--- src/sv/fpa_pkg.sv ---
package fpa_pkg;

  localparam logic [3:0] MODE_ADD      = 4'd0;
  localparam logic [3:0] MODE_SUB      = 4'd1;
  localparam logic [3:0] MODE_MUL      = 4'd2;
  localparam logic [3:0] MODE_DIV      = 4'd3;
  localparam logic [3:0] MODE_CMP      = 4'd4;
  localparam logic [3:0] MODE_MIN      = 4'd5;
  localparam logic [3:0] MODE_MAX      = 4'd6;
  localparam logic [3:0] MODE_INC      = 4'd7;
  localparam logic [3:0] MODE_DEC      = 4'd8;
  localparam logic [3:0] MODE_TO_INT   = 4'd9;
  localparam logic [3:0] MODE_FROM_INT = 4'd10;

  localparam logic [31:0] POS_MAX = 32'h7fff_ffff;
  localparam logic [31:0] NEG_MIN = 32'h8000_0000;

  typedef struct packed {
    logic [3:0]         mode;
    logic signed [31:0] operand_a;
    logic signed [31:0] operand_b;
  } fpa_in_t;

  typedef struct packed {
    logic signed [31:0] result_value;
    logic               a_less;
    logic               a_equal;
    logic               a_greater;
    logic               div_by_zero;
    logic               overflow;
  } fpa_out_t;

  // Per-word status that rides along the pipeline
  typedef struct packed {
    logic [3:0]  mode;
    logic        neg;
    logic [31:0] result;
    logic        lt;
    logic        eq;
    logic        gt;
    logic        dz;
    logic        ovf;
  } fpa_side_t;

  typedef struct packed {
    logic [31:0] value;
    logic        ovf;
  } fpa_res_t;

  // Apply sign to a magnitude and clamp to the signed 32-bit range
  function automatic fpa_res_t fpa_signed_sat(input logic [63:0] mag, input logic neg);
    fpa_res_t    res;
    logic [63:0] limit;
    limit = neg ? 64'h0000_0000_8000_0000 : 64'h0000_0000_7fff_ffff;
    if (mag > limit) begin
      res.ovf   = 1'b1;
      res.value = neg ? NEG_MIN : POS_MAX;
    end else begin
      res.ovf   = 1'b0;
      res.value = neg ? (32'd0 - mag[31:0]) : mag[31:0];
    end
    return res;
  endfunction

  // Clamp a 33-bit signed sum to 32 bits
  function automatic fpa_res_t fpa_sat33(input logic [32:0] x);
    fpa_res_t res;
    if (x[32] != x[31]) begin
      res.ovf   = 1'b1;
      res.value = x[32] ? NEG_MIN : POS_MAX;
    end else begin
      res.ovf   = 1'b0;
      res.value = x[31:0];
    end
    return res;
  endfunction

endpackage

--- src/sv/fpa_mul.sv ---
module fpa_mul #(
  parameter int FRAC_BITS = 8
) (
  input  logic               clk,
  input  logic               rst_n,
  input  logic               en,
  input  logic               v_i,
  input  fpa_pkg::fpa_side_t side_i,
  input  logic [31:0]        mag_a_i,
  input  logic [31:0]        mag_b_i,
  output logic               v_o,
  output fpa_pkg::fpa_side_t side_o,
  output logic [31:0]        mag_a_o,
  output logic [31:0]        mag_b_o
);
  import fpa_pkg::*;

  logic        v1_r;
  logic [63:0] prod_r;
  fpa_side_t   side1_r;
  logic [31:0] mag_a1_r;
  logic [31:0] mag_b1_r;

  logic        v2_r;
  fpa_side_t   side2_r;
  logic [31:0] mag_a2_r;
  logic [31:0] mag_b2_r;

  logic [63:0] rnd;
  logic [63:0] mag;
  fpa_res_t    res;
  fpa_side_t   side2_nxt;

  // Round half up on the magnitude, then restore the sign
  always_comb begin
    rnd       = prod_r + (64'd1 << (FRAC_BITS - 1));
    mag       = rnd >> FRAC_BITS;
    res       = fpa_signed_sat(mag, side1_r.neg);
    side2_nxt = side1_r;
    if (side1_r.mode == MODE_MUL) begin
      side2_nxt.result = res.value;
      side2_nxt.ovf    = res.ovf;
    end
  end

  always_ff @(posedge clk) begin
    if (!rst_n) begin
      v1_r <= 1'b0;
      v2_r <= 1'b0;
    end else if (en) begin
      v1_r <= v_i;
      v2_r <= v1_r;
    end
  end

  always_ff @(posedge clk) begin
    if (en) begin
      prod_r   <= 64'(mag_a_i) * 64'(mag_b_i);
      side1_r  <= side_i;
      mag_a1_r <= mag_a_i;
      mag_b1_r <= mag_b_i;
      side2_r  <= side2_nxt;
      mag_a2_r <= mag_a1_r;
      mag_b2_r <= mag_b1_r;
    end
  end

  assign v_o     = v2_r;
  assign side_o  = side2_r;
  assign mag_a_o = mag_a2_r;
  assign mag_b_o = mag_b2_r;

endmodule

--- config.mk ---
export PLATFORM = sky130hd
export DESIGN_NAME = fpa_mul
export DESIGN_NICKNAME = d
export VERILOG_FILES = /design/src/sv/fpa_pkg.sv /design/src/sv/fpa_mul.sv
export SDC_FILE = /design/constraint.sdc
export NUM_CORES = 2
export LEC_CHECK = 0
export CAP_MARGIN = 20
export CORE_ASPECT_RATIO = 1.5
export CORE_MARGIN = 2
export CORE_UTILIZATION = 33
export CTS_CLUSTER_DIAMETER = 40
export DETAILED_ROUTE_END_ITERATION = 12
export DONT_BUFFER_PORTS = 1
export GPL_TIMING_DRIVEN = 0
export SYNTH_ARGS = -nofsm -noshare
export SYNTH_HDL_FRONTEND = slang
export SYNTH_SLANG_ARGS = --single-unit
export TNS_END_PERCENT = 30
--- constraint.sdc ---
create_clock -name clk -period 9.7 [get_ports clk]
set_clock_uncertainty 0.05 [all_clocks]
set_input_delay 2.91 -clock clk [delete_from_list [all_inputs] [get_ports clk]]
set_output_delay 2.91 -clock clk [all_outputs]
set_load 0.1 [all_outputs]
# Word level (Yosys, flattened, before mapping)
# Cells that the tools add are included.
[classes] n_mux=6 multipliers=1 order_cmp=1 add_sub_neg=2 n_eq_ne=1
[ops] operator="two-way mux 32 bit" n=4
[ops] operator="adder 64 x 8 -> 64 bit, second input constant" n=1
[ops] operator="multiplier 32 x 32 -> 64 bit" n=1
[ops] operator="greater-than comparator 56 x 32 -> 1 bit" n=1
[ops] operator="two-way mux 33 bit" n=1
[ops] operator="subtractor 1 x 32 -> 32 bit, first input constant" n=1
[ops] operator="== test 4 x 2 -> 1 bit, second input constant" n=1
[ops] operator="two-way mux 1 bit" n=1
[word_totals] inputBits=110 output_inout_bits=107 elab_cells=34 register_bits=278

# Logic depth before layout (Yosys ltp)
[logic_depth] ltp_word=5 depth_mapped=30 depth_no_buf=28

# Worst setup path after synthesis
# OpenSTA, ideal clock, no wires.
[synth_timing] path_type="input -> register" start="input port mag_a_i[15]" end="register prod_r[59] (data pin)" path_buffers=2 stages=26 slack_ns=-0.513 t_arrival_ns=9.905 setup_ns=0.258 cell_sequence="clkbuf_1 and2_1 fa_1 fa_1 fa_1 inv_1 fa_1 inv_1 fa_1 fa_1 fa_1 inv_1 fa_1 inv_1 ha_1 clkbuf_1 nand4_1 nor2_1 nand4_1 a2111oi_0 o311ai_0 nand4_1 nand2_1 o41ai_1 a221o_1 xnor2_1"
[synth_via] elab_chain_cells=1
[synth_rtl] item="start, declared" line_no="fpa_mul.sv:9" text="input logic [31:0] mag_a_i,"
[synth_rtl] item="multiplier 32 x 32 -> 64 bit" line_no="fpa_mul.sv:58" text="prod_r <= 64'(mag_a_i) * 64'(mag_b_i);"
[synth_rtl] item="end signal, assigned" line_no="fpa_mul.sv:58"
[synth_rtl] item="end, declared" line_no="fpa_mul.sv:19" text="logic [63:0] prod_r;"
# No other way between the ends.
# A chain may end at the register's enable or synchronous reset.

# Worst setup path after layout
[layout_timing] start="input port mag_a_i[21]" end="register prod_r[59] (data pin)"
# The elaborated chain is that of the path after synthesis.

==> run summary <==
DIE HEIGHT -> 455 um
unrepaired setup endpoints after global routing -> yes
antenna viol nets, final -> 0
DRC -> 0
crit-path most repeated cell -> fa_1
Synth area leaders -> fa_1 (40%), edfxtp_1 (18%), and2_1 (8.5%), ha_1 (8.2%), inv_1 (7.8%)
crit path capture type -> flip-flop
CP required -> 10060 ps
Min-Delay Path Class -> flip-flop to flip-flop
DP Cell Count -> 6271
Synth async-reset ratio -> 0%
PortBufs -> 0
layout cells sized above 1 -> 10.3%
register area share after synthesis -> 18.1%
TritonCTS Sinks -> 271
FP Rows -> 165
crit path DAT -> 10150 ps
Yosys top cell area share -> 40.0%
Max transition margin -> 29.4%
clock latency on the worst-skew pair -> 660 ps
final std cells w/o fill -> 6389
final worst slack -> -89.4 ps
fraction of the cycle the final worst path needs -> 101%
clk slew on worst S/H paths -> 60 ps
Die W -> 305 um
via count -> 33.4k
cts bufs inserted -> 42
Starting Density -> 33.2%
CP max stage delay -> 690 ps
max-slew violation count -> 0
final hold violation count -> 0
Synth area leader -> fa_1
Hold Buf Count CTS -> 0
Max Fanout on Critical Path -> 7
Max Cap Viol -> 0
CTS tree -> built
yosys synthesis warning count -> 0
routability cong. -> 1.07
HPWL after detailed placement -> 141 mm
First-pass DRT Iterations -> 5
Least-Margin Pin Slew -> 1060 ps
EDFF count, synth -> 269
Clock Path Buffers -> 3
Slowest-stage cell, CP -> fa_2
Iter 0 DRT Violations -> 2237
first-pass GRT wire length -> 245 mm
Placeable Area -> 135000 um2
post-synthesis register bit count -> 271
area grow syn2layout -> 12.7%
Die ar. -> 139000 um2
number of I/O pins -> 217
WS Path Type -> primary input to flip-flop
post-synth net total -> 5814
Routed WL per cell -> 27.2 um
H-tree levels -> 2
Avg Vias per Cell -> 5.23
time the worst path needs with I/O delays and setup -> 9790 ps
Global Route Usage Sum -> 25.1%
Total Nets Final -> 5891
failing checks -> negative setup slack
Root Driver -> clkbuf_16
Post-Syn Instances -> 4515
Yosys cell types -> 77
Fmax -> 102 MHz
status -> finished, violations left
largest net degree at the start of global routing -> 272
routed wire length -> 174 mm
final setup fails -> 8
initial antenna violation count -> 20
Setup crit start kind -> primary input
mapped cell area -> 44800 um2
GRT overflow -> 0
Avg Cell Area, Syn -> 9.93 um2
vias in the first global route -> 35.3k
Synth Flop Type -> edfxtp_1
-- flip-flops by register name, indices dropped and copies added, names as in the netlist --
name      count
v1_r          1
mag_a_o      32
mag_b_o      32
side_o       42
side1_r      42
mag_a1_r     32
mag_b1_r     32
prod_r       57
v_o           1
-- cell type report --
| type | instances | area (um2) |
|---|---|---|
| fillers | 13436 | 84300 |
| multi-input cells | 3068 | 32900 |
| flip-flops and latches | 271 | 8120 |
| inverters | 937 | 3520 |
| well taps | 1753 | 2190 |
| plain buffers | 226 | 1830 |
| clock buffers | 44 | 1060 |
| repair buffers | 46 | 457 |
| clock inverters | 34 | 397 |
| diodes | 10 | 25.0 |
-- worst paths after layout --
path | from | end | slack, ps | cells after the start
setup / recovery | mag_a_i[21] | prod_r[59] | -90 | 25
hold reg to reg | side1_r[1] | side_o[1] | 340 | 0
hold / removal | side1_r[1] | side_o[1] | 340 | 0
setup reg to reg | prod_r[12] | side_o[20] | 3700 | 19
-- through the flow --
stage          hold WS [ps]  setup slack (ps)  setup TNS, ps  instance area, um2  util [%]
2_1_floorplan           350             -27.4          -50.0               45100         -
3_3_place_gp            350             -1760         -53710               47300      35.1
3_5_place_dp            355             -1660         -49860               47300      35.1
4_1_cts                 342             -95.6           -137               49900      37.0
5_1_grt                 352              -199          -1610               50500      37.5
6_report                342             -89.4           -426               50500      37.5
-- layer usage --
layer	share of wire (%)	vias to the layer above	track usage (%)
met5	0.021	-	0
met4	12	6	24.7
met3	6.4	641	4.54
met2	49	1480	43.2
met1	32	17293	25.4
li1	-	14001	-
-- layout by cell type, fill, tap and decap left out, drive strengths merged, types with 5 or more instances in the layout --
cell	netlist	routed
nor2	97	97
or4	8	8
nor3	36	36
and2	612	612
clkbuf	228	228
diode	0	10
mux2i	7	7
a31oi	11	11
nor4	19	19
a211oi	22	22
o21bai	16	16
a21o	30	30
nor2b	10	10
xnor2	63	63
xor2	40	40
o211ai	6	6
edfxtp	269	269
clkinvlp	0	5
inv	936	946
or2	5	5
nand3	46	46
o21ai	54	54
or3	8	8
o21a	8	8
a21oi	103	103
fa	895	895
a21boi	5	5
o31ai	19	19
ha	294	294
a221o	8	8
and3	17	17
buf	11	88
nand4	48	48
clkinv	1	19
nand2	505	505
and4	13	13
-- worst max-delay path: cells and delay by family --
| family | cells | cell delay, ps |
|---|---|---|
| AO/OA/AOI/OAI | 6 | 1470 |
| XOR/XNOR | 1 | 140 |
| adder cells (fa/ha/maj) | 9 | 4510 |
| buffers and inverters | 5 | 330 |
| AND/OR/NAND/NOR | 4 | 750 |
-- cell families (layout without fill, tap and decap cells) --
logic type                 count (synthesis)  count (layout)  synth area share [%]
adders and majority gates               1189            1189                  48.2
AOI/OAI and AO/OA                        320             320                  4.62
xor gates and xnor gates                 103             103                  2.01
buffers and inverters                   1176            1287                  9.92
and+or+nand+nor                         1446            1446                  16.9
other                                      0              10                     0
DFF                                      271             271                  18.1
muxes                                     10              10                 0.232
-- cell usage after synthesis, drive strengths merged (6+ instances only) --
cell type  instances
inv              936
and2             612
nor3              36
or3                8
nor4              19
and3              17
nand3             46
a21oi            103
a31oi             11
nor2b             10
and4              13
buf               11
o21bai            16
clkbuf           228
nor2              97
nand2            505
fa               895
a21o              30
edfxtp           269
nand4             48
a211oi            22
xnor2             63
xor2              40
o31ai             19
o21a               8
o21ai             54
or4                8
a221o              8
o211ai             6
ha               294
mux2i              7
-- repair_timing --
action                                  CTS  global route
endpoints found under the setup margin   35            22
pin swaps                                77            86
cloned                                    0             2
gates resized for setup                 340           182
buffers inserted                         24            16
hold endpoints to repair                  0             0
Power is left out: the tool's default activity adds up to more than one toggle a clock period on the data nets, which glitch-free logic cannot reach.
