File: config.mk
export PLATFORM = sky130hd
export DESIGN_NAME = fpa_back
export DESIGN_NICKNAME = d
export VERILOG_FILES = /design/src/sv/fpa_pkg.sv /design/src/sv/fpa_back.sv
export SDC_FILE = /design/constraint.sdc
export NUM_CORES = 1
export LEC_CHECK = 0
export BUFFER_PORTS_ARGS = -buffer_cell sky130_fd_sc_hd__buf_2
export CAP_MARGIN = 0
export CORE_ASPECT_RATIO = 0.5
export CORE_MARGIN = 2
export CORE_UTILIZATION = 58
export DETAILED_ROUTE_END_ITERATION = 12
export PLACE_DENSITY = 0.85
export SYNTH_ARGS = -nofsm -noshare
export SYNTH_HDL_FRONTEND = slang
export SYNTH_SLANG_ARGS = --single-unit
File: constraint.sdc
create_clock -name clk -period 9 [get_ports clk]
set_input_delay 0.9 -clock clk [delete_from_list [all_inputs] [get_ports clk]]
set_output_delay 0.9 -clock clk [all_outputs]
set_load 0.05 [all_outputs]
File: src/sv/fpa_pkg.sv
package fpa_pkg;

  localparam logic [3:0] MODE_ADD      = 4'd0;
  localparam logic [3:0] MODE_SUB      = 4'd1;
  localparam logic [3:0] MODE_MUL      = 4'd2;
  localparam logic [3:0] MODE_DIV      = 4'd3;
  localparam logic [3:0] MODE_CMP      = 4'd4;
  localparam logic [3:0] MODE_MIN      = 4'd5;
  localparam logic [3:0] MODE_MAX      = 4'd6;
  localparam logic [3:0] MODE_INC      = 4'd7;
  localparam logic [3:0] MODE_DEC      = 4'd8;
  localparam logic [3:0] MODE_TO_INT   = 4'd9;
  localparam logic [3:0] MODE_FROM_INT = 4'd10;

  localparam logic [31:0] POS_MAX = 32'h7fff_ffff;
  localparam logic [31:0] NEG_MIN = 32'h8000_0000;

  typedef struct packed {
    logic [3:0]         mode;
    logic signed [31:0] operand_a;
    logic signed [31:0] operand_b;
  } fpa_in_t;

  typedef struct packed {
    logic signed [31:0] result_value;
    logic               a_less;
    logic               a_equal;
    logic               a_greater;
    logic               div_by_zero;
    logic               overflow;
  } fpa_out_t;

  // Per-word status that rides along the pipeline
  typedef struct packed {
    logic [3:0]  mode;
    logic        neg;
    logic [31:0] result;
    logic        lt;
    logic        eq;
    logic        gt;
    logic        dz;
    logic        ovf;
  } fpa_side_t;

  typedef struct packed {
    logic [31:0] value;
    logic        ovf;
  } fpa_res_t;

  // Apply sign to a magnitude and clamp to the signed 32-bit range
  function automatic fpa_res_t fpa_signed_sat(input logic [63:0] mag, input logic neg);
    fpa_res_t    res;
    logic [63:0] limit;
    limit = neg ? 64'h0000_0000_8000_0000 : 64'h0000_0000_7fff_ffff;
    if (mag > limit) begin
      res.ovf   = 1'b1;
      res.value = neg ? NEG_MIN : POS_MAX;
    end else begin
      res.ovf   = 1'b0;
      res.value = neg ? (32'd0 - mag[31:0]) : mag[31:0];
    end
    return res;
  endfunction

  // Clamp a 33-bit signed sum to 32 bits
  function automatic fpa_res_t fpa_sat33(input logic [32:0] x);
    fpa_res_t res;
    if (x[32] != x[31]) begin
      res.ovf   = 1'b1;
      res.value = x[32] ? NEG_MIN : POS_MAX;
    end else begin
      res.ovf   = 1'b0;
      res.value = x[31:0];
    end
    return res;
  endfunction

endpackage

File: src/sv/fpa_back.sv
module fpa_back #(
  parameter int FRAC_BITS = 8
) (
  input  logic                    clk,
  input  logic                    rst_n,
  input  logic                    en,
  input  logic                    v_i,
  input  fpa_pkg::fpa_side_t      side_i,
  input  logic [32+FRAC_BITS-1:0] quot_i,
  input  logic [31:0]             rem_i,
  input  logic [31:0]             den_i,
  output logic                    out_valid,
  output fpa_pkg::fpa_out_t       out_data
);
  import fpa_pkg::*;

  localparam int NW = 32 + FRAC_BITS;
  localparam int MW = NW + 1;

  logic          up;
  logic [MW-1:0] m_nxt;
  logic          v1_r;
  logic [MW-1:0] m_r;
  fpa_side_t     side1_r;

  fpa_res_t      res;
  fpa_out_t      out_nxt;
  logic          out_v_r;
  fpa_out_t      out_r;

  // Round to nearest: bump when twice the remainder reaches the divisor
  always_comb begin
    up    = ({rem_i, 1'b0} >= {1'b0, den_i});
    m_nxt = {1'b0, quot_i} + MW'(up);
  end

  always_comb begin
    res                  = fpa_signed_sat(64'(m_r), side1_r.neg);
    out_nxt.result_value = side1_r.result;
    out_nxt.overflow     = side1_r.ovf;
    out_nxt.a_less       = side1_r.lt;
    out_nxt.a_equal      = side1_r.eq;
    out_nxt.a_greater    = side1_r.gt;
    out_nxt.div_by_zero  = side1_r.dz;
    if ((side1_r.mode == MODE_DIV) && !side1_r.dz) begin
      out_nxt.result_value = res.value;
      out_nxt.overflow     = res.ovf;
    end
  end

  always_ff @(posedge clk) begin
    if (!rst_n) begin
      v1_r    <= 1'b0;
      out_v_r <= 1'b0;
    end else if (en) begin
      v1_r    <= v_i;
      out_v_r <= v1_r;
    end
  end

  always_ff @(posedge clk) begin
    if (en) begin
      m_r     <= m_nxt;
      side1_r <= side_i;
      out_r   <= out_nxt;
    end
  end

  assign out_valid = out_v_r;
  assign out_data  = out_r;

endmodule

* Yosys cells after proc, flatten, opt, wreduce, memory -nomap -nowiden
Index checks and enable logic that the tools add are counted.
** Storage, ports and cells
- Flip-flop bits (word level) :: 122
** Cells by class
- Add/subtract/negate cells :: 2
- $lt $le $gt $ge :: 2
- Eq/ne operators :: 1
- Multiplexer cells :: 6
- Reductions and logical operators :: 2
** Operators with widths (number)
- $mux W32 :: 4
- $add A40 B1 Y41 :: 1
- $gt A41 B32 Y1 :: 1
- $ge A33 B32 Y1 :: 1
- $mux W33 :: 1
- $sub A1 B32 Y32 const A :: 1
- $eq A4 B2 Y1 const B :: 1
- $logic_and A1 B1 Y1 :: 1
- $logic_not A1 Y1 :: 1
- $mux W1 :: 1

* Longest topological paths before layout
- Word-level depth :: 4
- Gate-level depth with buffers :: 18
- Depth with buffers taken out :: 17

* Least setup slack after synthesis
No wires, ideal clock.
- Kind :: reg2reg
- Start :: register side1_r[37] (netlist bit)
- End :: register out_r, in the netlist out_data[16] (data pin)
- Library setup time :: 0.257 ns
- Data arrival time :: 3.873 ns
- Required time :: 8.743 ns
- Path slack :: 4.870 ns
- Cell stages (with the launch flop) :: 13
- Period minus slack after synthesis :: 4.130 ns
- Path through :: edfxtp_1 > inv_2 > clkbuf_1 > clkbuf_1 > ha_1 > nand4b_1 > or4_4 > or3_1 > o21ba_2 > o31a_2 > a21oi_2 > buf_2 > a32o_1
** RTL lines
- from (decl) :: line fpa_back.sv:24 : fpa_side_t side1_r;
- from (signal assigned) :: line fpa_back.sv:64 : side1_r <= side_i;
- to (signal assigned) :: line fpa_back.sv:65 : out_r <= out_nxt;
- to (decl) :: line fpa_back.sv:29 : fpa_out_t out_r;

* Worst setup path after layout
- Start :: input port den_i[1]
- End :: register m_r[39] (data pin)
** On the way
- Longest elaborated chain between the ends :: 2
** Ends and longest elaborated chain
- from (decl) :: line fpa_back.sv:11 : input logic [31:0] den_i,
- $ge A33 B32 Y1 :: line fpa_back.sv:33 : up = ({rem_i, 1'b0} >= {1'b0, den_i});
- $add A40 B1 Y41 :: line fpa_back.sv:34 : m_nxt = {1'b0, quot_i} + MW'(up);
- via m_nxt[39] :: line fpa_back.sv:21 : logic [MW-1:0] m_nxt;
- to (signal assigned) :: line fpa_back.sv:63 : m_r <= m_nxt;
- to (decl) :: line fpa_back.sv:23 : logic [MW-1:0] m_r;
The timed path passes the listed nets, and every way through them passes these cells.
A chain may end at the register's enable or synchronous reset.

==> flow_metrics.tcl <==
set metrics [dict create \
    cp.arrival_ns 4.25 \
    path_class "in2reg" \
    ant_nets 0 \
    syn_to_final_growth_pct 22.4 \
    cts_resized 0 \
    p_switching_w 0.000445 \
    vdd_ir_drop_max_mv 0.139 \
    die-area_um2 13700 \
    status "finished clean" \
    ys_ff_latch 122 \
    synthFlopType "edfxtp_1" \
    path_max_fanout 6 \
    drt-initial-drc-count 599 \
    grt_max_degree 74 \
    drv_cap 0 \
    cp_cell_sequence "buf_2 > inv_1 > ha_1 > nor2b_1 > o21ai_0 > nand2b_1 > a2111oi_0 > o31ai_1 > a31oi_1 > o211ai_1 > ha_1 > nand2_1 > nor3_1 > nand4_1 > nor2_1 > and4_1 > nand3_1 > xnor2_1" \
    crit_end "m_r[39]$_DFFE_PP_" \
    path_buf_inv 2 \
    diodes 0 \
    end_kind "flop" \
    crit_path_start "den_i[1]" \
    grt.total_usage_pct 27.9 \
    fin_worst_skew_ns 0.00550 \
    fin_crit_ns 4.08 \
    syn-num-nets 880 \
    grt_overflow_total 0 \
    yosys_warnings 0 \
    grt_pass1_wl_um 29100 \
    crit_family "simple AND/OR/NAND/NOR gates" \
    drcViolationCount 0 \
    viasPerCell 5.84 \
    tritoncts "done" \
    final_nets 1074 \
    clock-sinks 122 \
    worstPathRequired_ns 9.17 \
    reg2regPathDepth 9 \
    gp_congestion 0.928 \
    cts_made_buffers 17 \
    antenna_found_initial 1 \
    worst-r2r-setup-slack_ns 5.05 \
    grt_pass1_vias 5894 \
    drive_gt1_share_pct 29.4 \
    rows 29 \
    crit_cells 18 \
    clock_latency_ns 0.42 \
    setup_viol_count_final 0 \
    p_clk_share_pct 39.6 \
    fin_total_pwr_w 0.00160 \
    syn_area_per_cell_um2 11.1 \
    cellLeakagePower_nw 3.76 \
    p_comb_share_pct 15.8 \
    intPower_w 0.00115 \
    dr.pass1.iters 5 \
    wl_per_cell_um 17.9 \
    finalCritPeriodShare_pct 45.3 \
    hold_buffers 0 \
    yosys.cell_types.count 62 \
    core_region_area_um2 12600 \
    r2r_start "side1_r[37]$_DFFE_PP_" \
    finalSetupTns_ns 0 \
    rsz0062_at_grt "false" \
    die_h_um 83.9 \
    wirelength_um 18700 \
    cp_slowest_cell "nor3_1" \
    hold_path.class "reg2reg" \
    switching_share_pct 27.9 \
    clockRootBuffer "clkbuf_16" \
    final.fill_count 915 \
    portBuffers 187 \
    clk_pin_slew_ns 0.06 \
    cpPeakStageDelay_ns 0.49 \
    h-tree-depth 4 \
    post_cts_buffers 0 \
    dp_hpwl_um 14000 \
    slew_headroom_pct 35.2 \
    crit_top_cell "ha_1" \
    pin_count 188 \
    synth_edf_count 120 \
    initial_core_util_pct 58.9 \
    r2r-end "out_data[35]$_DFFE_PP_" \
    seqPwrFrac_pct 44.6 \
    hold_viol_final 0 \
    syn_inst 664 \
    clockBufferDepth 2 \
    start_kind "input port" \
    powerDensity_nw_per_um2 176 \
    tightest_slew_ns 0.963 \
    slew_viol_final 0 \
    yosysSeqAreaShare_pct 49.2 \
    max_freq_mhz 245 \
    dieWidth_um 164 \
    vias 6081 \
    syn_area_um2 7400 \
    ys_async_sr_fraction_pct 0 \
]
stage by stage:
| step | utilization, % | cells | instance area, µm² | hold slack, ns | setup slack, ns |
|---|---|---|---|---|---|
| floorplan | - | 664 | 7400 | 0.400 | 4.87 |
| global placement | 67.8 | 1009 | 8510 | 0.402 | 4.66 |
| detailed placement | 67.8 | 1009 | 8510 | 0.405 | 4.47 |
| CTS | 72.2 | 1041 | 9060 | 0.418 | 4.92 |
| global route | 72.2 | 1041 | 9060 | 0.435 | 4.49 |
| finish | 72.2 | 1041 | 9060 | 0.416 | 4.92 |
cells in the mapped netlist, types with 2 or more instances:
cell type	n	share of area (%)
o211ai_1	4	0.41
o31ai_2	9	1.5
nor3b_1	2	0.20
or4_1	7	0.71
clkbuf_1	13	0.66
and4_1	4	0.47
o21a_1	2	0.20
ha_1	66	11
edfxtp_1	120	49
a21oi_1	42	2.8
o311ai_0	2	0.24
nand2b_1	6	0.51
or4_4	2	0.30
and3_1	7	0.59
a21oi_2	8	0.95
or2_2	6	0.51
a21o_1	20	2.0
xnor2_1	29	3.4
nand4b_1	2	0.24
buf_2	2	0.14
o21ai_0	18	1.2
nor2b_1	5	0.42
nand2_1	63	3.2
a32o_1	12	1.6
o31ai_1	8	0.81
dfxtp_1	2	0.54
nand3_1	26	1.8
mux2i_1	3	0.41
nand4_1	23	1.9
nor2_1	29	1.5
nor3_1	18	1.2
a31oi_1	3	0.25
nand3b_1	5	0.51
inv_1	35	1.8
a211oi_1	3	0.30
xor2_1	14	1.7
nor4_1	7	0.59
or3_1	13	1.1
registers in the layout, indices dropped and copies added, names as in the netlist:
signal     cells
m_r           41
out_nxt        4
out_valid      1
side1_r       38
out_data      37
v1_r           1
cells in the final DEF (no fill, tap or decap), drive strengths merged, types with 20 or more instances in the layout:
cell / n
buf: 191
xnor2: 29
a21o: 20
nand2: 63
nand4: 23
inv: 38
a21oi: 50
nand3: 26
nor2: 29
edfxtp: 120
ha: 66
power by group through the flow:
stage	clock, W	sequential [W]	combinational, W
finish	0.000633	0.000713	0.000252
global route	0.000666	0.000716	0.000277
CTS	0.000637	0.000711	0.000251
detailed placement	0	0.000722	0.000249
global placement	0	0.000721	0.000237
floorplan	0	0.000755	0.000110
worst min-delay path by stage:
stage               depth (start not counted)  slack (ns)               endpoint            startpoint
floorplan                                   0        0.40  out_data[2]$_DFFE_PP_  out_nxt[2]$_DFFE_PP_
global placement                            0        0.40  out_data[3]$_DFFE_PP_  out_nxt[3]$_DFFE_PP_
detailed placement                          0        0.41  out_data[2]$_DFFE_PP_  out_nxt[2]$_DFFE_PP_
CTS                                         0        0.42  out_data[2]$_DFFE_PP_  out_nxt[2]$_DFFE_PP_
global route                                0        0.44  out_data[3]$_DFFE_PP_  out_nxt[3]$_DFFE_PP_
finish                                      0        0.42  out_data[2]$_DFFE_PP_  out_nxt[2]$_DFFE_PP_
cell families after synthesis:
kind of cell / share of synthesized area (%)
compound gates: 14.6
xor+xnor: 5.09
fa+ha+maj: 11.2
simple gates: 16.5
buf+inv: 2.82
flops: 49.2
mux: 0.558
area by class of cell:
cell class                      count  area (µm²)  area share, %
Clock buffer                       17         425           4.70
Clock inverter                     15         128           1.41
Inverter                           36         135           1.49
Multi-Input combinational cell    490        3550           39.2
Sequential cell                   122        3640           40.2
Tap cell                          170         213           2.35
Timing Repair Buffer              191         968           10.7
routing by layer:
layer  share of wire (%)  routed length, µm  track usage (%)
met5                   0                  0                0
met1                  42               7850             36.0
met3                 9.2               1720             8.79
met4                 1.6                293             8.61
met2                  47               8820             45.1
worst reg2reg max path, stage by stage (launching register included):
cell and delay (ns):
edfxtp_1 0.38, buf_4 0.61, ha_1 0.27, nand4b_1 0.17, or4_4 0.62, or3_1 0.40
o21bai_4 0.20, a41oi_4 0.64, a21oi_1 0.14, o31ai_1 0.32
Note: power is estimated with default switching activity, not from simulation.
