### src/sv/fpa_pkg.sv
package fpa_pkg;

  localparam logic [3:0] MODE_ADD      = 4'd0;
  localparam logic [3:0] MODE_SUB      = 4'd1;
  localparam logic [3:0] MODE_MUL      = 4'd2;
  localparam logic [3:0] MODE_DIV      = 4'd3;
  localparam logic [3:0] MODE_CMP      = 4'd4;
  localparam logic [3:0] MODE_MIN      = 4'd5;
  localparam logic [3:0] MODE_MAX      = 4'd6;
  localparam logic [3:0] MODE_INC      = 4'd7;
  localparam logic [3:0] MODE_DEC      = 4'd8;
  localparam logic [3:0] MODE_TO_INT   = 4'd9;
  localparam logic [3:0] MODE_FROM_INT = 4'd10;

  localparam logic [31:0] POS_MAX = 32'h7fff_ffff;
  localparam logic [31:0] NEG_MIN = 32'h8000_0000;

  typedef struct packed {
    logic [3:0]         mode;
    logic signed [31:0] operand_a;
    logic signed [31:0] operand_b;
  } fpa_in_t;

  typedef struct packed {
    logic signed [31:0] result_value;
    logic               a_less;
    logic               a_equal;
    logic               a_greater;
    logic               div_by_zero;
    logic               overflow;
  } fpa_out_t;

  // Per-word status that rides along the pipeline
  typedef struct packed {
    logic [3:0]  mode;
    logic        neg;
    logic [31:0] result;
    logic        lt;
    logic        eq;
    logic        gt;
    logic        dz;
    logic        ovf;
  } fpa_side_t;

  typedef struct packed {
    logic [31:0] value;
    logic        ovf;
  } fpa_res_t;

  // Apply sign to a magnitude and clamp to the signed 32-bit range
  function automatic fpa_res_t fpa_signed_sat(input logic [63:0] mag, input logic neg);
    fpa_res_t    res;
    logic [63:0] limit;
    limit = neg ? 64'h0000_0000_8000_0000 : 64'h0000_0000_7fff_ffff;
    if (mag > limit) begin
      res.ovf   = 1'b1;
      res.value = neg ? NEG_MIN : POS_MAX;
    end else begin
      res.ovf   = 1'b0;
      res.value = neg ? (32'd0 - mag[31:0]) : mag[31:0];
    end
    return res;
  endfunction

  // Clamp a 33-bit signed sum to 32 bits
  function automatic fpa_res_t fpa_sat33(input logic [32:0] x);
    fpa_res_t res;
    if (x[32] != x[31]) begin
      res.ovf   = 1'b1;
      res.value = x[32] ? NEG_MIN : POS_MAX;
    end else begin
      res.ovf   = 1'b0;
      res.value = x[31:0];
    end
    return res;
  endfunction

endpackage

### src/sv/fpa_front.sv
module fpa_front #(
  parameter int FRAC_BITS = 8
) (
  input  logic              clk,
  input  logic              rst_n,
  input  logic              load,
  input  logic              in_valid,
  input  fpa_pkg::fpa_in_t  in_data,
  output logic              v_o,
  output fpa_pkg::fpa_side_t side_o,
  output logic [31:0]       mag_a_o,
  output logic [31:0]       mag_b_o
);
  import fpa_pkg::*;

  localparam int FW = 32 + FRAC_BITS;

  logic signed [31:0] a;
  logic signed [31:0] b;
  logic [32:0]        sum;
  logic [32:0]        dif;
  logic [32:0]        incv;
  logic [32:0]        decv;
  logic [FW-1:0]      wide;
  logic               fi_ovf;
  fpa_res_t           sat;
  fpa_side_t          side_nxt;
  logic [31:0]        mag_a_nxt;
  logic [31:0]        mag_b_nxt;

  logic               v_r;
  fpa_side_t          side_r;
  logic [31:0]        mag_a_r;
  logic [31:0]        mag_b_r;

  assign a = in_data.operand_a;
  assign b = in_data.operand_b;

  always_comb begin
    sum    = {a[31], a} + {b[31], b};
    dif    = {a[31], a} - {b[31], b};
    incv   = {a[31], a} + 33'd1;
    decv   = {a[31], a} - 33'd1;
    wide   = {{FRAC_BITS{a[31]}}, a} << FRAC_BITS;
    fi_ovf = (wide[FW-1:31] != {(FRAC_BITS + 1){a[31]}});
    sat    = '0;

    side_nxt.mode   = in_data.mode;
    side_nxt.neg    = a[31] ^ b[31];
    side_nxt.lt     = (a < b);
    side_nxt.eq     = (a == b);
    side_nxt.gt     = (a > b);
    side_nxt.dz     = 1'b0;
    side_nxt.ovf    = 1'b0;
    side_nxt.result = '0;

    case (in_data.mode)
      MODE_ADD: begin
        sat = fpa_sat33(sum);
        side_nxt.result = sat.value;
        side_nxt.ovf    = sat.ovf;
      end
      MODE_SUB: begin
        sat = fpa_sat33(dif);
        side_nxt.result = sat.value;
        side_nxt.ovf    = sat.ovf;
      end
      MODE_DIV: side_nxt.dz = (b == 32'sd0);
      MODE_MIN: side_nxt.result = (a < b) ? a : b;
      MODE_MAX: side_nxt.result = (a > b) ? a : b;
      MODE_INC: begin
        sat = fpa_sat33(incv);
        side_nxt.result = sat.value;
        side_nxt.ovf    = sat.ovf;
      end
      MODE_DEC: begin
        sat = fpa_sat33(decv);
        side_nxt.result = sat.value;
        side_nxt.ovf    = sat.ovf;
      end
      MODE_TO_INT: side_nxt.result = a >>> FRAC_BITS;
      MODE_FROM_INT: begin
        side_nxt.ovf    = fi_ovf;
        side_nxt.result = fi_ovf ? (a[31] ? NEG_MIN : POS_MAX) : wide[31:0];
      end
      default: side_nxt.result = '0;
    endcase

    mag_a_nxt = a[31] ? (32'd0 - $unsigned(a)) : $unsigned(a);
    mag_b_nxt = b[31] ? (32'd0 - $unsigned(b)) : $unsigned(b);
  end

  always_ff @(posedge clk) begin
    if (!rst_n) begin
      v_r <= 1'b0;
    end else if (load) begin
      v_r <= in_valid;
    end
  end

  always_ff @(posedge clk) begin
    if (load) begin
      side_r  <= side_nxt;
      mag_a_r <= mag_a_nxt;
      mag_b_r <= mag_b_nxt;
    end
  end

  assign v_o     = v_r;
  assign side_o  = side_r;
  assign mag_a_o = mag_a_r;
  assign mag_b_o = mag_b_r;

endmodule

### config.mk
export PLATFORM = sky130hd
export DESIGN_NAME = fpa_front
export DESIGN_NICKNAME = d
export VERILOG_FILES = /design/src/sv/fpa_pkg.sv /design/src/sv/fpa_front.sv
export SDC_FILE = /design/constraint.sdc
export NUM_CORES = 1
export LEC_CHECK = 0
export BUFFER_PORTS_ARGS = -buffer_cell sky130_fd_sc_hd__clkbuf_2
export CORE_MARGIN = 2
export CORE_UTILIZATION = 40
export DETAILED_ROUTE_END_ITERATION = 10
export PLACE_DENSITY = 0.59
export SYNTH_ARGS = -nofsm -noshare
export SYNTH_HDL_FRONTEND = slang
export SYNTH_SLANG_ARGS = --single-unit
### constraint.sdc
create_clock -name clk -period 5.08 [get_ports clk]
set_input_delay 0.508 -clock clk [delete_from_list [all_inputs] [get_ports clk]]
set_output_delay 0.508 -clock clk [all_outputs]
set_load 0.03 [all_outputs]
# After elaboration in Yosys (flattened, before gate mapping)
# Index checks and enable logic that the tools add are counted.
classes:
  addsub: 6
  multipliers: 0
  n_div: 0
  magnitude_cmp: 2
  eq_ne: 14
  n_shift: 0
  muxes: 16
  bitwise: 1
  n_reduce_logical: 2
ops:
  columns: ["cell", "n"]
  rows:
  - ["$mux 32", 8]
  - ["$pmux 32 s8", 1]
  - ["$mux 33", 4]
  - ["$sub 1x32->32 const A", 2]
  - ["$mux 31", 2]
  - ["$add 32x2->33 const B", 1]
  - ["$add 32x32->33", 1]
  - ["$sub 32x2->33 const B", 1]
  - ["$sub 32x32->33", 1]
  - ["$eq 32x32->1", 1]
  - ["$gt 32x32->1", 1]
  - ["$logic_not 32->1", 1]
  - ["$lt 32x32->1", 1]
  - ["$eq 4x3->1 const B", 3]
  - ["$eq 4x4->1 const B", 3]
  - ["$ne 8x8->1", 1]
  - ["$pmux 1 s5", 1]
  - ["$eq 4x1->1 const B", 1]
  - ["$eq 4x2->1 const B", 1]
  - ["$logic_not 4->1", 1]
  - ["$ne 1x1->1", 4]
  - ["$xor 1x1->1", 1]
word_totals:
  register_bits: 107
  latchBits: 0
  mem_bits_rw: 0
  mem_bits_ro: 0
  in_bits: 72
  out_inout_bits: 107
  wordCells: 54
  memories: 0

# Logic depth before layout (Yosys ltp)
# Gate-level depths: netlist of run 1.
logic_depth:
  ltp_word: 4
  ltp_mapped: 16
  mapped_depth_nobuf: 13

# Worst setup path after synthesis of run 1
# Ideal clock, no wire load.
synth_timing:
  kind: "input-to-reg"
  start: "input port in_data[24] (netlist bit)"
  end: "register side_r, in the netlist side_o[17], data pin"
  setup_ps: 283
  t_arrival_ps: 3466
  t_required_ps: 4797
  slack_ps: 1331
  cell_stages: 14
  n_path_buf: 3
  path_cell_list: "clkbuf_1 -> inv_1 -> ha_1 -> clkbuf_1 -> a21oi_1 -> o21ai_0 -> a221o_1 -> a21oi_1 -> o21bai_1 -> o31ai_2 -> buf_2 -> o21ai_0 -> a2111oi_0 -> o2111ai_1"
synth_lines:
  columns: ["item", "line_no", "rtl"]
  rows:
  - ["start: declaration", "fpa_front.sv:8", "input fpa_pkg::fpa_in_t in_data,"]
  - ["end signal: assignment", "fpa_front.sv:103", "side_r <= side_nxt;"]
  - ["end: declaration", "fpa_front.sv:32", "fpa_side_t side_r;"]

==> flow_summary.yaml, run 1 <==
die:
  die_footprint_um2: 32120
  fp.dieH_um: 179.2
  placeableCoreArea_um2: 30430
  io_pins: 179
  die_w_um: 179.2
  floorplan.initialDensity_pct: 40.36
  total_number_of_placement_rows: 64
place:
  post-place-cells: 2112
  placed_standard_cell_area_um2: 14100
  hpwlAfterDp_um: 40330
  gp_congestion: 0.9739
  placement.setup.worst_slack_ns: 0.2075
  port_buffers: 178
sta:
  worst_slack_ns: 0.6043
  timing.final.hold_violations: 0
  worst_pin_slew_ns: 1.047
  timing.final.crit_share_pct: 88.10
  worst_slew_margin_rel_pct: 28.40
  achievable-frequency_mhz: 223.4
  report.final.slew_viol_count: 0
  finalSetupViolCount: 0
  period_minus_slack_ns: 4.476
  grt_setup_unrepaired: "false"
  final.setup_skew_ns: 0
  totalNegativeSetupSlack_ns: 0
layout:
  post_layout_nonfiller_instances: 2128
  finalInstanceArea_um2: 14410
  final_core_util_pct: 47.37
  areaGrowthSynthToFinish_pct: 17.37
  num-nets-final: 1870
  post_route_cells_drive_above_1_share_pct: 20.50
  antennaDiodeCount: 0
clock_network:
  clock_pin_transition_on_the_worst_setup_and_hold_timing_paths_ns: 0.08
  cts_buffers: 9
  tritoncts: "done"
  cts_repair_resize_count: 0
  clock-sinks: 107
  ctsRootBufferMaster: "clkbuf_16"
  cts_post_setup_buffers_inserted: 0
  clock_path_buffers: 2
  cts-htree-levels: 3
  clk_latency_ns: 0.39
  post_cts_hold_buffer_count: 0
synthesis:
  syn_area_um2: 12280
  synth_largest_area_cell: "edfxtp_1"
  synth_largest_type_area_fraction_pct: 25.92
  synth.top_cells.by_area: "edfxtp_1 (26%), xnor2_1 (8.8%), ha_1 (7.0%)"
  proportion_of_synthesized_chip_area_in_sequential_cells_pct: 26.08
  syn-instance-count: 1540
  synth.net_count: 1683
  synth-edff-count: 106
  async_reset_ff_share_pct: 0
  ys.warnings.count: 0
  synth.distinct_cells: 83
  yosys_most_used_dff: "edfxtp_1"
  avgSynthCellArea_um2: 7.974
  yosys_register_bits: 107
  synth_most_common_cell: "a21oi_1"
  synthTopCellsByCount: "a21oi_1 (152), nor2_1 (145), xnor2_1 (124)"
route:
  drtIter0Drc: 1333
  finalWirelength_um: 51620
  routedWlPerCell_um: 24.26
  drt-pass1-iter-count: 6
  num_vias: 13210
  antenna_violating_nets_post_route: 0
  detail_route.drc_violations: 0
  routed_via_density: 6.206
setup_path:
  setup.worst_path.start_class: "input port"
  critPathMaxStageDelay_ns: 0.59
  timing.critical_path.max_delay_family: "simple AND/OR/NAND/NOR gates"
  crit_buf_inv: 5
  list_of_cells_traversed_by_the_critical_path: "clkbuf_2, inv_1, ha_1, nand2_1, nor4_1, buf_4, nand2_1, nor3_1, buf_4, nor2_1, a221oi_4, buf_4, mux2i_1, nor2_1, nor4_1, nand3_1"
  crit_path_end_kind: "register"
  timing_worst_setup_path_type: "in2reg"
  crit_required_ns: 5.23
  largest_fanout_on_the_critical_path: 19
  timing.critical_path.arrival_ns: 4.62
  critical_path.most_common_cell: "buf_4"
  crit_cells: 16
  r2r.worst_path.cells: 2
  critical_path.slowest_cell: "nor3_1"
worst_hold_path:
  whs_path_depth: 2
  min-delay-path-class: "in2reg"
power_and_ir_drop:
  power-per-cell-area_nw_per_um2: 234.7
  irDropWorstVdd_mv: 0.1502
  p_leak_nw: 5.789
run_status:
  run_status: "finished clean"
grt:
  antenna_violations_before_repair: 0
  first_global_vias: 12440
  grt_util_all_layers_pct: 32.13
  sum_of_overflow_across_all_layers_after_global_routing: 0
  wire_length_of_the_first_global_routing_pass_um: 76440
  grt_max_degree: 56
flow_run:
  drv.max_cap_violation_count: 0
==> flip-flops by register name (all words and copies together), names as in the netlist <==
name     cells
mag_a_o     32
mag_b_o     32
v_o          1
side_o      42
==> cell type report <==
cell class,instances,area (um^2)
repair buffers,294,1814
clock inverters,6,85.08
inverters,74,277.8
fillers,3105,16020
clock buffers,10,229.0
multi-input cells,1241,8309
well taps,396,495.5
flip-flops and latches,107,3203
==> worst paths after layout <==
check	start	end	slack, ns
max	in_data[10]	side_o[10]	0.60
min	rst_n	v_o	0.33
max reg2reg	v_o	v_o	4.49
min reg2reg	v_o	v_o	0.53
==> per-stage QoR <==
stage / power [mW] / hold slack [ns]
after floorplan: 2.056 / 0.6069
after global placement: 2.588 / 0.4949
after detailed placement: 2.590 / 0.5113
after CTS: 3.382 / 0.3170
after global routing: 3.533 / 0.3445
final: 3.383 / 0.3284
==> metal layers <==
metal,up-vias,share of wire (%),wire [um],track usage [%]
met4,0,4.9,2530,16.57
met2,768,45,23180,51.12
met1,6296,41,21220,42.11
li1,6014,-,-,-
met3,128,9.1,4692,4.919
met5,-,0,0,0
==> kinds of logic after synthesis <==
kind of cell / Yosys count / share of synthesized area, %
and+or+nand+nor: 505 / 20.58
AOI/OAI and AO/OA: 464 / 24.89
buffers and inverters: 192 / 6.429
xor gates and xnor gates: 169 / 12.05
DFF: 107 / 26.08
adders and majority gates: 71 / 7.356
muxes: 32 / 2.608
==> power breakdown <==
group,internal [mW],switching [mW]
logic,0.501,0.980
registers,1.09,0.0304
clock network,0.395,0.390
==> cells in the final DEF, fill, tap and decap left out, types with 35 or more instances in the layout <==
cell	n
xor2_1	44
a21oi_1	152
edfxtp_1	106
buf_4	113
xnor2_1	124
nand3_1	50
nor3_1	44
nor2_1	145
nand4_1	35
inv_1	69
ha_1	69
o21ai_0	112
nand2_1	98
clkbuf_2	177
Note: power is estimated with default switching activity, not from simulation.
==> run 2: changes to the inputs <==
--- a/config.mk
+++ b/config.mk
@@ -12,2 +12,3 @@
 export PLACE_DENSITY = 0.59
+export RECOVER_POWER = 25
 export SYNTH_ARGS = -nofsm -noshare
--- a/constraint.sdc
+++ b/constraint.sdc
@@ -3,2 +3,2 @@
 set_output_delay 0.508 -clock clk [all_outputs]
-set_load 0.03 [all_outputs]
+set_load 0.02 [all_outputs]
==> flow_summary.yaml, run 2 (same netlist as run 1, synthesis figures left out) <==
run_status:
  run_status: "finished, violations left"
  violations_in_the_final_reports: "capacitance limit, slew limit"
route:
  drtIter0Drc: 1288
  finalWirelength_um: 51480
  detail_route.drc_violations: 0
  routedWlPerCell_um: 24.19
  routed_via_density: 6.192
  drt-pass1-iter-count: 6
  antenna_violating_nets_post_route: 0
  num_vias: 13180
layout:
  leading_cell_type_in_the_layout_fill_and_taps_excluded: "clkbuf_2"
  largest_register_ffs: 42
  antennaDiodeCount: 0
  num-nets-final: 1870
  post_route_cells_drive_above_1_share_pct: 19.86
  areaGrowthSynthToFinish_pct: 17.16
  finalInstanceArea_um2: 14390
  final_cell_mix: "clkbuf_2 (171), a21oi_1 (152), nor2_1 (145), xnor2_1 (124), o21ai_0 (112)"
place:
  placement.setup.worst_slack_ns: 0.2075
  gp_congestion: 0.9739
  hpwlAfterDp_um: 40330
  placed_standard_cell_area_um2: 14100
  port_buffers: 178
power_and_ir_drop:
  p_sw_share_pct: 40.09
  intPower_mw: 1.985
  irDropWorstVdd_mv: 0.1487
  seq_power_share_pct: 33.8
  comb_power_share_pct: 42.5
  power-per-cell-area_nw_per_um2: 230.2
  clock_power_share_pct: 23.7
  power.net_switching_mw: 1.328
  p_leak_nw: 5.753
  power_mw: 3.313
clock_network:
  cts_repair_resize_count: 0
  clk_latency_ns: 0.39
  post_cts_hold_buffer_count: 0
  tritoncts: "done"
  cts_buffers: 9
  clock_path_buffers: 2
  clock-sinks: 107
  cts_post_setup_buffers_inserted: 0
  ctsRootBufferMaster: "clkbuf_16"
  clock_pin_transition_on_the_worst_setup_and_hold_timing_paths_ns: 0.08
  cts-htree-levels: 3
setup_path:
  ff2ff_setup_slack_ns: 4.43
  critical_path.slowest_cell: "nor3_1"
  critical_path.reg2reg.startpoint: "v_o"
  timing.critical_path.arrival_ns: 4.63
  r2r.worst_path.cells: 2
  timing_worst_setup_path_type: "in2reg"
  critPathMaxStageDelay_ns: 0.60
  crit_path_end_kind: "register"
  critical_path.most_common_cell: "buf_4"
  list_of_cells_traversed_by_the_critical_path: "clkbuf_2, inv_1, ha_1, nand2_1, nor4_1, buf_4, nand2_1, nor3_1, buf_4, nor2_1, a221oi_4, buf_4, mux2i_1, nor2_1, nor4_1, nand3_1"
  setup.worst_path.start_class: "input port"
  largest_fanout_on_the_critical_path: 19
  crit_required_ns: 5.23
  reg2reg_to: "v_o"
die:
  fp.dieH_um: 179.2
  io_pins: 179
  die_footprint_um2: 32120
  placeableCoreArea_um2: 30430
  total_number_of_placement_rows: 64
  die_w_um: 179.2
  floorplan.initialDensity_pct: 40.36
sta:
  grt_setup_unrepaired: "false"
  final.setup_skew_ns: 0
  report.final.slew_viol_count: 137
  finalSetupViolCount: 0
  worst_pin_slew_ns: 3.091
  achievable-frequency_mhz: 222.8
  hold_ws_ns: 0.3301
  timing.final.crit_share_pct: 88.35
  worst_slew_margin_rel_pct: -106.1
  period_minus_slack_ns: 4.488
  worst_slack_ns: 0.5916
  timing.final.hold_violations: 0
  totalNegativeSetupSlack_ns: 0
grt:
  first_global_vias: 12440
  antenna_violations_before_repair: 0
  grt_util_all_layers_pct: 32.13
  sum_of_overflow_across_all_layers_after_global_routing: 0
  grt_max_degree: 56
  wire_length_of_the_first_global_routing_pass_um: 76440
flow_run:
  drv.max_cap_violation_count: 3
worst_hold_path:
  min_delay_worst_endpoint: "v_o"
  whs_path_depth: 2
  hold_start: "rst_n"
  min-delay-path-class: "in2reg"
run 2: routing by layer:
layer | vias to the layer above | GRT usage (%) | wire length [um]
li1 | 6026 | - | -
met1 | 6301 | 42.11 | 21470
met2 | 729 | 51.12 | 23190
met3 | 121 | 4.919 | 4261
met4 | 0 | 16.57 | 2550
met5 | - | 0 | 0
run 2: how the worst max path moves through the flow:
stage,from,cells past startpoint,slack [ns],end
after detailed placement,in_data[10],16,0.21,side_o[10]
after global placement,in_data[10],16,0.30,side_o[10]
after global routing,in_data[10],16,0.36,side_o[10]
after floorplan,in_data[24],14,1.33,side_o[17]
final,in_data[10],16,0.59,side_o[10]
after CTS,in_data[10],16,0.62,side_o[10]
run 2: final cells by class:
type                       instances  area (um^2)
fill                            3110        16040
multi-input combinational       1241         8309
sequential                       107         3203
timing repair buffer             294         1788
tap                              396        495.5
inverter                          74        277.8
clock buffer                      10        229.0
clock inverter                     6        85.08
run 2: per-stage QoR:
stage | utilization, % | cells
floorplan | - | 1540
global route | 47.28 | 2128
detailed placement | 46.34 | 2112
CTS | 47.37 | 2128
global placement | 46.34 | 2112
finish | 47.28 | 2128
run 2: worst max-delay path, delay by kind of cell:
kind	cells	cell delay, ns
AND/OR/NAND/NOR	8	1.82
buffers and inverters	5	1.15
adder cells (fa/ha/maj)	1	0.53
AO/OA/AOI/OAI	1	0.38
multiplexers	1	0.23
run 2: power by group through the flow:
stage	clock (mW)	sequential, mW	combinational (mW)
2_1_floorplan	0	1.26	0.729
3_3_place_gp	0	1.14	1.38
3_5_place_dp	0	1.14	1.38
4_1_cts	0.804	1.12	1.39
5_1_grt	0.826	1.13	1.51
6_report	0.785	1.12	1.41
